## config.mk

```make
export PLATFORM = sky130hd
export DESIGN_NAME = ahos_mac
export DESIGN_NICKNAME = d
export VERILOG_FILES = /design/src/design/additive_harmonic_oscillator_unit_macros.svh /design/src/design/ahos_pkg.sv /design/src/design/ahos_mac.sv
export SDC_FILE = /design/constraint.sdc
export NUM_CORES = 1
export LEC_CHECK = 0
export ABC_AREA = 1
export BUFFER_PORTS_ARGS = -buffer_cell sky130_fd_sc_hd__buf_2
export CAP_MARGIN = 20
export CORE_MARGIN = 1
export CORE_UTILIZATION = 55
export CTS_BUF_LIST = sky130_fd_sc_hd__clkbuf_16
export CTS_CLUSTER_SIZE = 12
export DETAILED_ROUTE_END_ITERATION = 6
export GPL_ROUTABILITY_DRIVEN = 0
export GPL_TIMING_DRIVEN = 0
export PLACE_DENSITY = 0.78
export SETUP_SLACK_MARGIN = 0.1
export SLEW_MARGIN = 40
export SYNTH_ARGS = -nofsm -noshare
export SYNTH_HDL_FRONTEND = slang
export SYNTH_SLANG_ARGS = --single-unit
```

## constraint.sdc

```tcl
create_clock -name clock -period 7.4 [get_ports clock]
set_input_delay 0.74 -clock clock [delete_from_list [all_inputs] [get_ports clock]]
set_output_delay 0.74 -clock clock [all_outputs]
set_load 0.005 [all_outputs]
```

## src/design/additive_harmonic_oscillator_unit_macros.svh

```systemverilog
// Assertion macros shared by the oscillator modules.
`ifndef ADDITIVE_HARMONIC_OSCILLATOR_UNIT_MACROS_SVH
`define ADDITIVE_HARMONIC_OSCILLATOR_UNIT_MACROS_SVH

// The consequent must hold in the same cycle as the antecedent.
`define AHOS_ASSERT_NOW(label, ante, cons, msg) \
   label: assert property (@(posedge clock) disable iff (reset) (ante) |-> (cons)) \
      else $error(msg);

// The consequent must hold in the cycle after the antecedent.
`define AHOS_ASSERT_NEXT(label, ante, cons, msg) \
   label: assert property (@(posedge clock) disable iff (reset) (ante) |=> (cons)) \
      else $error(msg);

`endif

```

## src/design/ahos_pkg.sv

```systemverilog
// Shared constants, types and the quarter-wave sine table of the oscillator.
package ahos_pkg;

   // Sizes of the partial set and the sine table.
   localparam int NUM_PARTIALS     = 8;
   localparam int REG_FIELDS       = 8;
   localparam int SINE_ADDR_BITS   = 10;
   localparam int TABLE_DEPTH      = 1 << SINE_ADDR_BITS;
   localparam int ENTRY_BITS       = 16;
   localparam int PHASE_BITS       = 32;
   localparam int SAMPLE_BITS      = 16;
   localparam int RATIO_FIELD_BITS = 4;
   localparam int RATIO_BITS       = RATIO_FIELD_BITS + 1;
   localparam int GAIN_BITS        = 8;
   localparam int VALUE_BITS       = ENTRY_BITS + 1;
   localparam int RATIOS_BITS      = 32;
   localparam int GAINS_BITS       = 64;
   localparam int PART_BITS        = (NUM_PARTIALS > 1) ? $clog2(NUM_PARTIALS) : 1;

   // Datapath widths that follow from the partial count.
   localparam int MAX_ENTRY  = 32767;
   localparam int MAX_GAIN   = 255;
   localparam int ACC_BITS   = $clog2(NUM_PARTIALS * MAX_GAIN * MAX_ENTRY + 1) + 1;
   localparam int MAG_BITS   = ACC_BITS - 1;
   localparam int GSUM_BITS  = $clog2(NUM_PARTIALS * MAX_GAIN + 1);
   localparam int QUOT_BITS  = 15;
   localparam int REM_BITS   = GSUM_BITS + QUOT_BITS;
   localparam int DIV_FLOOR  = 255;
   localparam int MUL_A_BITS = PHASE_BITS + 1;
   localparam int MUL_B_BITS = GAIN_BITS + 1;
   localparam int PROD_BITS  = MUL_A_BITS + MUL_B_BITS;

   // Register indexes of the write port.
   localparam int CSR_INDEX_BITS = 2;
   localparam logic [CSR_INDEX_BITS-1:0] CSR_RATIOS = 2'd0;
   localparam logic [CSR_INDEX_BITS-1:0] CSR_GAINS  = 2'd1;

   // Operations of the shared multiply-accumulate unit.
   localparam logic [1:0] MAC_NOP    = 2'd0;
   localparam logic [1:0] MAC_CLEAR  = 2'd1;
   localparam logic [1:0] MAC_PHASE  = 2'd2;
   localparam logic [1:0] MAC_WEIGHT = 2'd3;

   typedef struct packed {
      logic [1:0]                   op;
      logic [PHASE_BITS-1:0]        phase;
      logic [RATIO_BITS-1:0]        ratio;
      logic signed [VALUE_BITS-1:0] value;
      logic [GAIN_BITS-1:0]         gain;
   } mac_req_type;

   // Taylor series of sine, worked out at elaboration only.
   localparam logic [63:0] HALF_PI_Q30 = 64'd1686629713;
   localparam int TAYLOR_DIV [8] = '{6, 20, 42, 72, 110, 156, 210, 272};

   typedef logic [ENTRY_BITS-1:0] sine_table_type [TABLE_DEPTH];

   function automatic logic [ENTRY_BITS-1:0] sine_entry(input int unsigned i);
      logic [63:0] x;
      logic [63:0] term;
      logic [63:0] sum;
      x = ((64'(i) * 64'd2 + 64'd1) * HALF_PI_Q30) >> (SINE_ADDR_BITS + 1);
      term = x;
      sum = x;
      for (int n = 1; n <= 8; n++) begin
         term = (term * x) >> 30;
         term = (term * x) >> 30;
         term = term / 64'(TAYLOR_DIV[n-1]);
         if ((n & 1) != 0) begin
            sum = (sum >= term) ? sum - term : 64'd0;
         end else begin
            sum = sum + term;
         end
      end
      return ENTRY_BITS'((sum * 64'd32767 + (64'd1 << 29)) >> 30);
   endfunction

   function automatic sine_table_type build_sine_table();
      sine_table_type t;
      for (int i = 0; i < TABLE_DEPTH; i++) begin
         t[i] = sine_entry(i);
      end
      return t;
   endfunction

   localparam sine_table_type SINE_TABLE = build_sine_table();

endpackage

```

## src/design/ahos_mac.sv

```systemverilog
// Shared multiplier: forms the partial phase and accumulates weighted sine values.
module ahos_mac (
   input  logic                                  clock,
   input  ahos_pkg::mac_req_type                 req,
   output logic [ahos_pkg::PHASE_BITS-1:0]       local_phase,
   output logic signed [ahos_pkg::ACC_BITS-1:0]  acc
);

   logic signed [ahos_pkg::MUL_A_BITS-1:0] mul_a;
   logic signed [ahos_pkg::MUL_B_BITS-1:0] mul_b;
   logic signed [ahos_pkg::PROD_BITS-1:0]  product;
   logic [ahos_pkg::PHASE_BITS-1:0]        local_ff;
   logic signed [ahos_pkg::ACC_BITS-1:0]   acc_ff;

   // Operand selection for the one multiplier.
   always_comb begin
      unique case (req.op)
         ahos_pkg::MAC_PHASE: begin
            mul_a = $signed({1'b0, req.phase});
            mul_b = $signed({{(ahos_pkg::MUL_B_BITS - ahos_pkg::RATIO_BITS){1'b0}},
                             req.ratio});
         end
         ahos_pkg::MAC_WEIGHT: begin
            mul_a = $signed({{(ahos_pkg::MUL_A_BITS - ahos_pkg::VALUE_BITS)
                              {req.value[ahos_pkg::VALUE_BITS-1]}}, req.value});
            mul_b = $signed({1'b0, req.gain});
         end
         default: begin
            mul_a = '0;
            mul_b = '0;
         end
      endcase
   end

   assign product = mul_a * mul_b;

   // The phase product wraps modulo one turn; weighted values add into the sum.
   always_ff @(posedge clock) begin
      unique case (req.op)
         ahos_pkg::MAC_CLEAR: begin
            acc_ff <= '0;
         end
         ahos_pkg::MAC_PHASE: begin
            local_ff <= product[ahos_pkg::PHASE_BITS-1:0];
         end
         ahos_pkg::MAC_WEIGHT: begin
            acc_ff <= acc_ff + product[ahos_pkg::ACC_BITS-1:0];
         end
         default: begin
         end
      endcase
   end

   assign local_phase = local_ff;
   assign acc         = acc_ff;

endmodule

```

==> metrics <==
outcome completed; CP max stage cell o311ai_1; die area 21,100 um^2; reg2reg setup slack 4690 ps; H-Tree Depth 3; Core Rows 52; pwr dens 147 nW/um^2; fin nets 1,952; synth cell count leaders inv_1, nand2_1, fa_1, nor2_1, ha_1; die height 145 um; Vias 10,300; number of cells on the critical path 29; worst vdd ir 0.125 mV; Tot Pwr 1880 uW; Starting Density 56.0%; syn_nets 1,811; drt initial violations 832; met2 routed WL 14,400 um; yosys warns 0; Critical Path Start Type input port; global-route wire length before repair 46,300 um; largest net degree at the start of global routing 42; Total GRT Usage 27.6%; Worst Hold Class flop to flop; Clk Latency, worst-skew pair 340 ps; Max Used Layer met4; met3 wire length 2120 um; library cells used by synthesis 47; Yosys top cell area share 27.8%; Bufs on Longest Clock Path 2; Most used DFF post-synth edfxtp_1; leakage power 0.00739 uW; Critical R2R Launch acc[0]$_SDFFCE_PP0P_; hpwl dp 23,900 um; Critical path buffers and inverters 8; routed len/inst 15.2 um; DIE WIDTH 145 um; port bufs 121; Vias/cell 5.38; CTS buffer count 9; post-route clock period utilization 96.4%; CTS Hold Bufs 0; most numerous cell in the Yosys netlist inv_1; number of global-route vias before repair 9,702; gr ovfl total 0; Max stage delay on crit path 560 ps; top post-synthesis cells by area fa_1, edfxtp_1, inv_1; io pins 124; Slew Limit Headroom 45.8%; CTS tree done; area delta synth->final 13.5%; Mapped Cells 1,499; ant diodes 0; Worst EP required 7480 ps; post-route ant nets 0; cell type with the largest total area after synthesis fa_1; tightest hold margin 766 ps; syn avg cell area 7.53 um^2; Util after Layout 63.6%; drt total wl 29,100 um; ys async rst share 0%; Pre-antenna DRT Iters 7; CP max FO 10; Reg-to-Reg End acc[24]$_SDFFCE_PP0P_; max frequency 140 MHz; initial antenna violation count 0; Worst-path clk slew 50 ps; Arr. time, crit path 7210 ps; cell repeated most along the worst path nand2_1; Slew @ Worst Pin 813 ps; crit path capture type flop; layout cells sized above 1 13.9%; Slew Viols, Final 0; final hold violations 0; crit path time final 7130 ps; Core Area 20,200 um^2; CP top delay family adder cells; CP Launch Point req[62]; non-filler cells, final 1,915; Crit Path Category input port to flop; max-cap check violation count 0; cells on worst reg2reg path 10; Finish-stage setup viols 0; Clock Skew 10.8 ps; clock root cell clkbuf_16; clk sinks 59; Post-synth EDFFs 59; Placed Instances 1,891; flops & latches, synth 59; Syn Std Cell Area 11,300 um^2; M1 WL 11,400 um; post-synthesis sequential area ratio 15.7%; worst setup path end acc[17]$_SDFFCE_PP0P_; RSZ-0062 raised after global routing true; # DRC 0; setup TNS 0 ps
## repair_timing
action	CTS	global route
gates cloned	0	0
pin swaps	1	6
buffers inserted	1	7
resized for setup	6	54
endpoints found under the setup margin	8	12
## final cells by class
| type | count | area, um^2 |
|---|---|---|
| inverter | 396 | 1490 |
| timing repair buffer | 130 | 693 |
| sequential | 59 | 1770 |
| clock buffer | 9 | 225 |
| multi-input combinational | 1014 | 8030 |
| buffer | 30 | 209 |
| fill | 1736 | 7350 |
| clock inverter | 7 | 68.8 |
| tap | 270 | 338 |
## power by group
part | internal (uW) | switching [uW]
sequential | 432 | 19.0
combinational | 361 | 658
clock | 259 | 152
## worst register-to-register path, stage by stage (launching register included)
cell      delay (ps)
edfxtp_1         400
ha_1             270
fa_1             430
nand3_1           90
nand2_1          160
a21boi_2         370
o21ai_0          270
nand2_1          130
o211ai_1         160
nor2_1           130
nor2_1            50
## worst min-delay path by stage
| stage | startpoint | end | slack [ps] | depth (start not counted) |
|---|---|---|---|---|
| after floorplan | acc[0]$_SDFFCE_PP0P_ | acc[0]$_SDFFCE_PP0P_ | 690 | 3 |
| after global placement | acc[0]$_SDFFCE_PP0P_ | acc[0]$_SDFFCE_PP0P_ | 700 | 3 |
| after detailed placement | acc[0]$_SDFFCE_PP0P_ | acc[0]$_SDFFCE_PP0P_ | 710 | 3 |
| after CTS | acc[0]$_SDFFCE_PP0P_ | acc[0]$_SDFFCE_PP0P_ | 770 | 3 |
| after global routing | acc[0]$_SDFFCE_PP0P_ | acc[0]$_SDFFCE_PP0P_ | 790 | 3 |
| final | acc[0]$_SDFFCE_PP0P_ | acc[0]$_SDFFCE_PP0P_ | 770 | 3 |
## metal layers
metal / vias up / global-route usage, %
met2: 464 / 47.4
met3: 102 / 3.62
met4: 0 / 9.68
met5: - / 0
li1: 4816 / -
met1: 4927 / 35.6
## cells by family after synthesis
group	share of synthesized area [%]
flops	15.7
buf+inv	14.5
simple gates	21.0
compound gates	8.79
fa+ha+maj	37.8
xor+xnor	2.17
## sequential cells by signal, summed over array words and instances (netlist names)
name         flops
acc             27
local_phase     32
## cells in the final DEF, fill, tap and decap left out, drive strengths merged, types with 2 or more instances in the layout
cell	instances
clkinv	5
buf	146
nand2	377
fa	157
o21a	4
nor2	124
o211ai	4
o21bai	3
nand3	45
xnor2	12
o21ai	41
a21boi	3
a21oi	79
nand4	8
clkinvlp	2
xor2	16
or2	3
o22ai	15
a21o	11
clkbuf	23
edfxtp	59
nor4	3
nand3b	2
inv	395
ha	90
nor3	10
## per-stage QoR
| step | area (um^2) | worst slack, ps |
|---|---|---|
| after global routing | 12800 | 58.6 |
| after CTS | 12600 | 80.2 |
| after floorplan | 11300 | 617 |
| after global placement | 12200 | -583 |
| after detailed placement | 12300 | -550 |
| final | 12800 | 268 |
Note: power is estimated with default switching activity, not from simulation.
