===== config.mk =====
export PLATFORM = sky130hd
export DESIGN_NAME = ahos_div
export DESIGN_NICKNAME = d
export VERILOG_FILES = /design/src/design/ahos_pkg.sv /design/src/design/ahos_div.sv
export VERILOG_INCLUDE_DIRS = /design/src /design/src/design
export SDC_FILE = /design/constraint.sdc
export NUM_CORES = 1
export LEC_CHECK = 0
export BUFFER_PORTS_ARGS = -buffer_cell sky130_fd_sc_hd__buf_2
export CAP_MARGIN = 0
export CORE_MARGIN = 3
export CORE_UTILIZATION = 40
export DETAILED_ROUTE_END_ITERATION = 10
export PLACE_DENSITY_LB_ADDON = 0.15
export SLEW_MARGIN = 20
export SYNTH_ARGS = -nofsm -noshare
export SYNTH_HDL_FRONTEND = slang
export SYNTH_SLANG_ARGS = --single-unit

===== constraint.sdc =====
create_clock -name clock -period 4 [get_ports clock]
set_clock_uncertainty 0.1 [all_clocks]
set_input_delay 0.6 -clock clock [delete_from_list [all_inputs] [get_ports clock]]
set_output_delay 0.6 -clock clock [all_outputs]
set_load 0.03 [all_outputs]

===== src/design/additive_harmonic_oscillator_unit_macros.svh =====
// Assertion macros shared by the oscillator modules.
`ifndef ADDITIVE_HARMONIC_OSCILLATOR_UNIT_MACROS_SVH
`define ADDITIVE_HARMONIC_OSCILLATOR_UNIT_MACROS_SVH

// The consequent must hold in the same cycle as the antecedent.
`define AHOS_ASSERT_NOW(label, ante, cons, msg) \
   label: assert property (@(posedge clock) disable iff (reset) (ante) |-> (cons)) \
      else $error(msg);

// The consequent must hold in the cycle after the antecedent.
`define AHOS_ASSERT_NEXT(label, ante, cons, msg) \
   label: assert property (@(posedge clock) disable iff (reset) (ante) |=> (cons)) \
      else $error(msg);

`endif


===== src/design/ahos_pkg.sv =====
// Shared constants, types and the quarter-wave sine table of the oscillator.
package ahos_pkg;

   // Sizes of the partial set and the sine table.
   localparam int NUM_PARTIALS     = 8;
   localparam int REG_FIELDS       = 8;
   localparam int SINE_ADDR_BITS   = 10;
   localparam int TABLE_DEPTH      = 1 << SINE_ADDR_BITS;
   localparam int ENTRY_BITS       = 16;
   localparam int PHASE_BITS       = 32;
   localparam int SAMPLE_BITS      = 16;
   localparam int RATIO_FIELD_BITS = 4;
   localparam int RATIO_BITS       = RATIO_FIELD_BITS + 1;
   localparam int GAIN_BITS        = 8;
   localparam int VALUE_BITS       = ENTRY_BITS + 1;
   localparam int RATIOS_BITS      = 32;
   localparam int GAINS_BITS       = 64;
   localparam int PART_BITS        = (NUM_PARTIALS > 1) ? $clog2(NUM_PARTIALS) : 1;

   // Datapath widths that follow from the partial count.
   localparam int MAX_ENTRY  = 32767;
   localparam int MAX_GAIN   = 255;
   localparam int ACC_BITS   = $clog2(NUM_PARTIALS * MAX_GAIN * MAX_ENTRY + 1) + 1;
   localparam int MAG_BITS   = ACC_BITS - 1;
   localparam int GSUM_BITS  = $clog2(NUM_PARTIALS * MAX_GAIN + 1);
   localparam int QUOT_BITS  = 15;
   localparam int REM_BITS   = GSUM_BITS + QUOT_BITS;
   localparam int DIV_FLOOR  = 255;
   localparam int MUL_A_BITS = PHASE_BITS + 1;
   localparam int MUL_B_BITS = GAIN_BITS + 1;
   localparam int PROD_BITS  = MUL_A_BITS + MUL_B_BITS;

   // Register indexes of the write port.
   localparam int CSR_INDEX_BITS = 2;
   localparam logic [CSR_INDEX_BITS-1:0] CSR_RATIOS = 2'd0;
   localparam logic [CSR_INDEX_BITS-1:0] CSR_GAINS  = 2'd1;

   // Operations of the shared multiply-accumulate unit.
   localparam logic [1:0] MAC_NOP    = 2'd0;
   localparam logic [1:0] MAC_CLEAR  = 2'd1;
   localparam logic [1:0] MAC_PHASE  = 2'd2;
   localparam logic [1:0] MAC_WEIGHT = 2'd3;

   typedef struct packed {
      logic [1:0]                   op;
      logic [PHASE_BITS-1:0]        phase;
      logic [RATIO_BITS-1:0]        ratio;
      logic signed [VALUE_BITS-1:0] value;
      logic [GAIN_BITS-1:0]         gain;
   } mac_req_type;

   // Taylor series of sine, worked out at elaboration only.
   localparam logic [63:0] HALF_PI_Q30 = 64'd1686629713;
   localparam int TAYLOR_DIV [8] = '{6, 20, 42, 72, 110, 156, 210, 272};

   typedef logic [ENTRY_BITS-1:0] sine_table_type [TABLE_DEPTH];

   function automatic logic [ENTRY_BITS-1:0] sine_entry(input int unsigned i);
      logic [63:0] x;
      logic [63:0] term;
      logic [63:0] sum;
      x = ((64'(i) * 64'd2 + 64'd1) * HALF_PI_Q30) >> (SINE_ADDR_BITS + 1);
      term = x;
      sum = x;
      for (int n = 1; n <= 8; n++) begin
         term = (term * x) >> 30;
         term = (term * x) >> 30;
         term = term / 64'(TAYLOR_DIV[n-1]);
         if ((n & 1) != 0) begin
            sum = (sum >= term) ? sum - term : 64'd0;
         end else begin
            sum = sum + term;
         end
      end
      return ENTRY_BITS'((sum * 64'd32767 + (64'd1 << 29)) >> 30);
   endfunction

   function automatic sine_table_type build_sine_table();
      sine_table_type t;
      for (int i = 0; i < TABLE_DEPTH; i++) begin
         t[i] = sine_entry(i);
      end
      return t;
   endfunction

   localparam sine_table_type SINE_TABLE = build_sine_table();

endpackage


===== src/design/ahos_div.sv =====
// Restoring divider, one quotient bit per cycle, signed result truncated toward zero.
`include "additive_harmonic_oscillator_unit_macros.svh"

module ahos_div (
   input  logic                                   clock,
   input  logic                                   reset,
   input  logic                                   start,
   input  logic                                   negative,
   input  logic [ahos_pkg::MAG_BITS-1:0]          magnitude,
   input  logic [ahos_pkg::GSUM_BITS-1:0]         divisor,
   output logic                                   done,
   output logic signed [ahos_pkg::SAMPLE_BITS-1:0] quotient
);

   localparam int CNT_BITS = $clog2(ahos_pkg::QUOT_BITS);

   logic                                  busy_ff, busy_in;
   logic                                  done_ff, done_in;
   logic [CNT_BITS-1:0]                   cnt_ff, cnt_in;
   logic [ahos_pkg::REM_BITS-1:0]         rem_ff, rem_in;
   logic [ahos_pkg::REM_BITS-1:0]         dsh_ff, dsh_in;
   logic [ahos_pkg::QUOT_BITS-1:0]        quot_ff, quot_in;
   logic                                  neg_ff, neg_in;
   logic signed [ahos_pkg::SAMPLE_BITS-1:0] result_ff, result_in;
   logic                                  fits;
   logic [ahos_pkg::QUOT_BITS-1:0]        quot_next;

   // One trial subtraction of the shifted divisor per cycle.
   assign fits      = rem_ff >= dsh_ff;
   assign quot_next = {quot_ff[ahos_pkg::QUOT_BITS-2:0], fits};

   always_comb begin
      busy_in   = busy_ff;
      done_in   = 1'b0;
      cnt_in    = cnt_ff;
      rem_in    = rem_ff;
      dsh_in    = dsh_ff;
      quot_in   = quot_ff;
      neg_in    = neg_ff;
      result_in = result_ff;
      if (start) begin
         busy_in = 1'b1;
         cnt_in  = CNT_BITS'(ahos_pkg::QUOT_BITS - 1);
         rem_in  = ahos_pkg::REM_BITS'(magnitude);
         dsh_in  = ahos_pkg::REM_BITS'(divisor) << (ahos_pkg::QUOT_BITS - 1);
         quot_in = '0;
         neg_in  = negative;
      end else if (busy_ff) begin
         rem_in  = fits ? rem_ff - dsh_ff : rem_ff;
         dsh_in  = dsh_ff >> 1;
         quot_in = quot_next;
         cnt_in  = cnt_ff - 1'b1;
         if (cnt_ff == '0) begin
            busy_in   = 1'b0;
            done_in   = 1'b1;
            result_in = neg_ff ? -$signed({1'b0, quot_next}) : $signed({1'b0, quot_next});
         end
      end
   end

   always_ff @(posedge clock) begin
      if (reset) begin
         busy_ff <= 1'b0;
         done_ff <= 1'b0;
      end else begin
         busy_ff <= busy_in;
         done_ff <= done_in;
      end
      cnt_ff    <= cnt_in;
      rem_ff    <= rem_in;
      dsh_ff    <= dsh_in;
      quot_ff   <= quot_in;
      neg_ff    <= neg_in;
      result_ff <= result_in;
   end

   assign done     = done_ff;
   assign quotient = result_ff;

   // A new division never starts over one in progress.
   `AHOS_ASSERT_NOW(a_no_restart, start, !busy_ff, "divider started while busy")
   // The remainder stays below twice the current shifted divisor.
   `AHOS_ASSERT_NOW(a_rem_bound, busy_ff, {1'b0, rem_ff} < {dsh_ff, 1'b0}, "quotient overflow")
   // The last step is followed by the done pulse.
   `AHOS_ASSERT_NEXT(a_done_after_last, busy_ff && !start && cnt_ff == '0, done_ff && !busy_ff, "no done pulse")

endmodule


==> results.py <==
metrics = {
    "outcome": {
        "status": "complete, no violations",
    },
    "die": {
        "num_rows": 40,
        "die_w_um": 119.6,
        "ios": 58,
        "dieArea_mm2": 0.01430,
        "die_h_um": 119.6,
        "initial_core_util_pct": 41.91,
        "core_area_mm2": 0.01231,
    },
    "global_routing": {
        "grt_use_total_pct": 15.47,
        "grt_overflow": 0,
        "grt_pass1_vias": 3705,
        "grt_max_degree": 71,
        "antenna_found_initial": 0,
        "grt_pass1_wl_um": 17910,
    },
    "power_and_ir_drop": {
        "leakagePower_nw": 2.243,
        "p_total_mw": 3.143,
        "p_sw_mw": 1.112,
        "p_seq_share_pct": 36.9,
        "internal_power_mw": 2.031,
        "power_density_mw_per_mm2": 538.3,
        "vdd_drop_max_mv": 0.3251,
        "p_sw_share_pct": 35.37,
        "power_frac_comb_pct": 37.2,
        "pwr-share-clk_pct": 25.9,
    },
    "timing": {
        "fmax_mhz": 307.7,
        "fin_crit_ns": 3.250,
        "min_period_over_period_pct": 81.26,
        "tightest_slew_ns": 0.7168,
        "slew_violations": 0,
        "hold_violations": 0,
        "tns_ns": 0,
        "rsz0062_at_grt": "false",
        "relSlewSlack_pct": 51.99,
        "setup_violations": 0,
    },
    "synthesis": {
        "ys_ff_latch": 88,
        "synth_edf_count": 54,
        "synth_area_leaders": "edfxtp_1 (31%), dfxtp_1 (13%), ha_1 (6.5%)",
        "netlist_area_mm2": 0.005160,
        "avgSynthCellArea_um2": 9.663,
        "ys_async_sr_fraction_pct": 0,
        "ys_warn_count": 0,
        "yosysSeqAreaShare_pct": 44.62,
        "ys_types": 64,
        "synth_top_area_cell": "edfxtp_1",
        "yosysTopAreaCellShare_pct": 31.43,
        "ys.flop_type": "edfxtp_1",
        "synth_top_family_by_area": "compound AO/OA/AOI/OAI gates",
        "synth-simple-area-share_pct": 15.64,
        "synthAdderAreaFrac_pct": 6.935,
        "syn-num-nets": 603,
        "synthMuxAreaShare_pct": 5.456,
        "syn_inst": 534,
        "synth-compound-area-share_pct": 16.51,
        "synth_xor_area_share_pct": 5.432,
    },
    "drt": {
        "ant_nets": 0,
        "drt-initial-drc-count": 191,
        "drc_errors": 0,
        "vias": 3937,
        "finalWirelength_um": 10550,
        "drt-wirelength-per-cell_um": 13.95,
        "drtPass1Iterations": 4,
        "vias_per_cell": 5.208,
    },
    "place": {
        "place_congestion": 0.8618,
        "hpwl_um": 7582,
        "port_buffers": 57,
    },
    "clocking": {
        "cts_resized": 0,
        "root_buffer": "clkbuf_16",
        "cts_inserted_buffers": 9,
        "post_cts_buffers": 0,
        "cts_max_path_buffers": 2,
        "clk_pin_slew_ns": 0.07,
        "holdBufCountCts": 0,
        "htreeDepth": 3,
        "clock_sinks": 88,
        "insertion_delay_ns": 0.35,
        "cts_tree": "done",
    },
    "layout": {
        "diodes": 0,
        "area_delta_synth_final_pct": 13.14,
        "mostFrequentLayoutCells": "nand2_1 (66), buf_2 (56), edfxtp_1 (54)",
        "layout-drive-gt1-share_pct": 15.82,
        "mostFrequentLayoutCell": "nand2_1",
        "fin_util_pct": 47.42,
        "nNetsFinal": 652,
    },
    "setup_path": {
        "worstPathCellList": "ha_1, a21oi_1, o21ai_0, o21bai_1, a21oi_1, a21oi_1, nor2_1, ha_1, nand2b_1, or2_2, o41ai_1, xnor2_1",
        "slowest_stage": "ha_1",
        "crit_top_cell": "a21oi_1",
        "endpoint_kind": "flip-flop",
        "crit_path_start_kind": "flip-flop",
        "crit_required_ns": 4.00,
        "path_max_fanout": 9,
        "path_class": "reg -> reg",
        "arrival_ns": 3.25,
        "critPathMaxStageDelay_ns": 0.42,
    },
    "flow_run": {
        "cap_violations": 0,
    },
    "worst_hold_path": {
        "min_path_type": "in -> reg",
    },
}
## metrics by stage
| stage | setup WS [ns] | area [um^2] | hold WS (ns) | std cells |
|---|---|---|---|---|
| after detailed placement | 0.7447 | 5552 | 0.4001 | 740 |
| after floorplan | 1.065 | 5160 | 0.3647 | 534 |
| after global routing | 0.4246 | 5838 | 0.2971 | 756 |
| after global placement | 0.8342 | 5552 | 0.3896 | 740 |
| final | 0.7497 | 5838 | 0.3094 | 756 |
| after CTS | 0.7311 | 5838 | 0.2923 | 756 |
## area by class of cell
class | instances | area (um^2)
clock buffers | 9 | 225.2
flip-flops and latches | 88 | 2303
multi-input cells | 387 | 2585
clock inverters | 7 | 61.31
inverters | 36 | 135.1
well taps | 168 | 210.2
repair buffers | 61 | 317.8
fillers | 1214 | 6474
## cells by family after synthesis
kind of cell | after synthesis
simple gates | 167
compound gates | 132
flops | 88
buf+inv | 59
xor+xnor | 32
mux | 28
fa+ha+maj | 28
## state kept, by name, indices dropped and copies added (netlist names)
| signal | cells |
|---|---|
| dsh_ff | 25 |
| neg_ff | 1 |
| quotient | 16 |
| busy_ff | 1 |
| rem_ff | 26 |
| quot_ff | 14 |
| done | 1 |
| cnt_ff | 4 |
## power groups by stage
stage / Combinational (mW) / Clock [mW] / Sequential [mW]
2_1_floorplan: 0.958 / 0 / 1.16
3_3_place_gp: 1.15 / 0 / 1.18
3_5_place_dp: 1.16 / 0 / 1.18
4_1_cts: 1.17 / 0.845 / 1.16
5_1_grt: 1.32 / 0.882 / 1.17
6_report: 1.17 / 0.815 / 1.16
## path summary, 6_finish.rpt
| kind | startpoint | depth (start not counted) | end | slack (ns) |
|---|---|---|---|---|
| setup / recovery | rem_ff[11]$_DFFE_PP_ | 12 | quotient[12]$_DFFE_PP_ | 0.75 |
| hold / removal | reset | 2 | busy_ff$_SDFF_PP0_ | 0.31 |
| setup reg to reg | rem_ff[11]$_DFFE_PP_ | 12 | quotient[12]$_DFFE_PP_ | 0.75 |
| hold reg to reg | cnt_ff[1]$_SDFFE_PP1P_ | 2 | cnt_ff[1]$_SDFFE_PP1P_ | 0.41 |
## metal layers
| metal | up-vias | wire length (um) | global-route usage [%] |
|---|---|---|---|
| met4 | 0 | 69 | 3.436 |
| met2 | 70 | 4673 | 23.38 |
| met1 | 1838 | 5305 | 21.65 |
| met5 | - | 0 | 0 |
| li1 | 2022 | - | - |
| met3 | 7 | 500 | 5.137 |
## cell usage after synthesis, drive strengths merged (2+ instances only)
cell      n
o21a     10
inv      36
nor4      3
a21o      3
dfxtp    34
mux2i    27
ha       27
nor2     48
nand2    67
nand3     8
or4b      2
nor3b     3
nand2b    3
edfxtp   54
xnor2    25
o31ai    11
a31oi     3
nor4b     3
a211oi    4
o41ai     3
a2111oi   3
and2      2
xor2      7
o21bai    4
nor2b     4
a21oi    25
or4       2
buf       6
clkbuf   17
or2       4
nand4     4
o21ai    48
o2111ai   3
o211ai    2
and3      2
nor3      9
## worst max-delay path, delay by kind of cell, from the launching register on
family	cells	cell delay [ns]
xor gates and xnor gates	1	0.10
AOI/OAI and AO/OA	6	1.21
DFF	1	0.38
adders and majority gates	2	0.61
and+or+nand+nor	3	0.61
No activity file was read; power rests on OpenSTA's default activity.
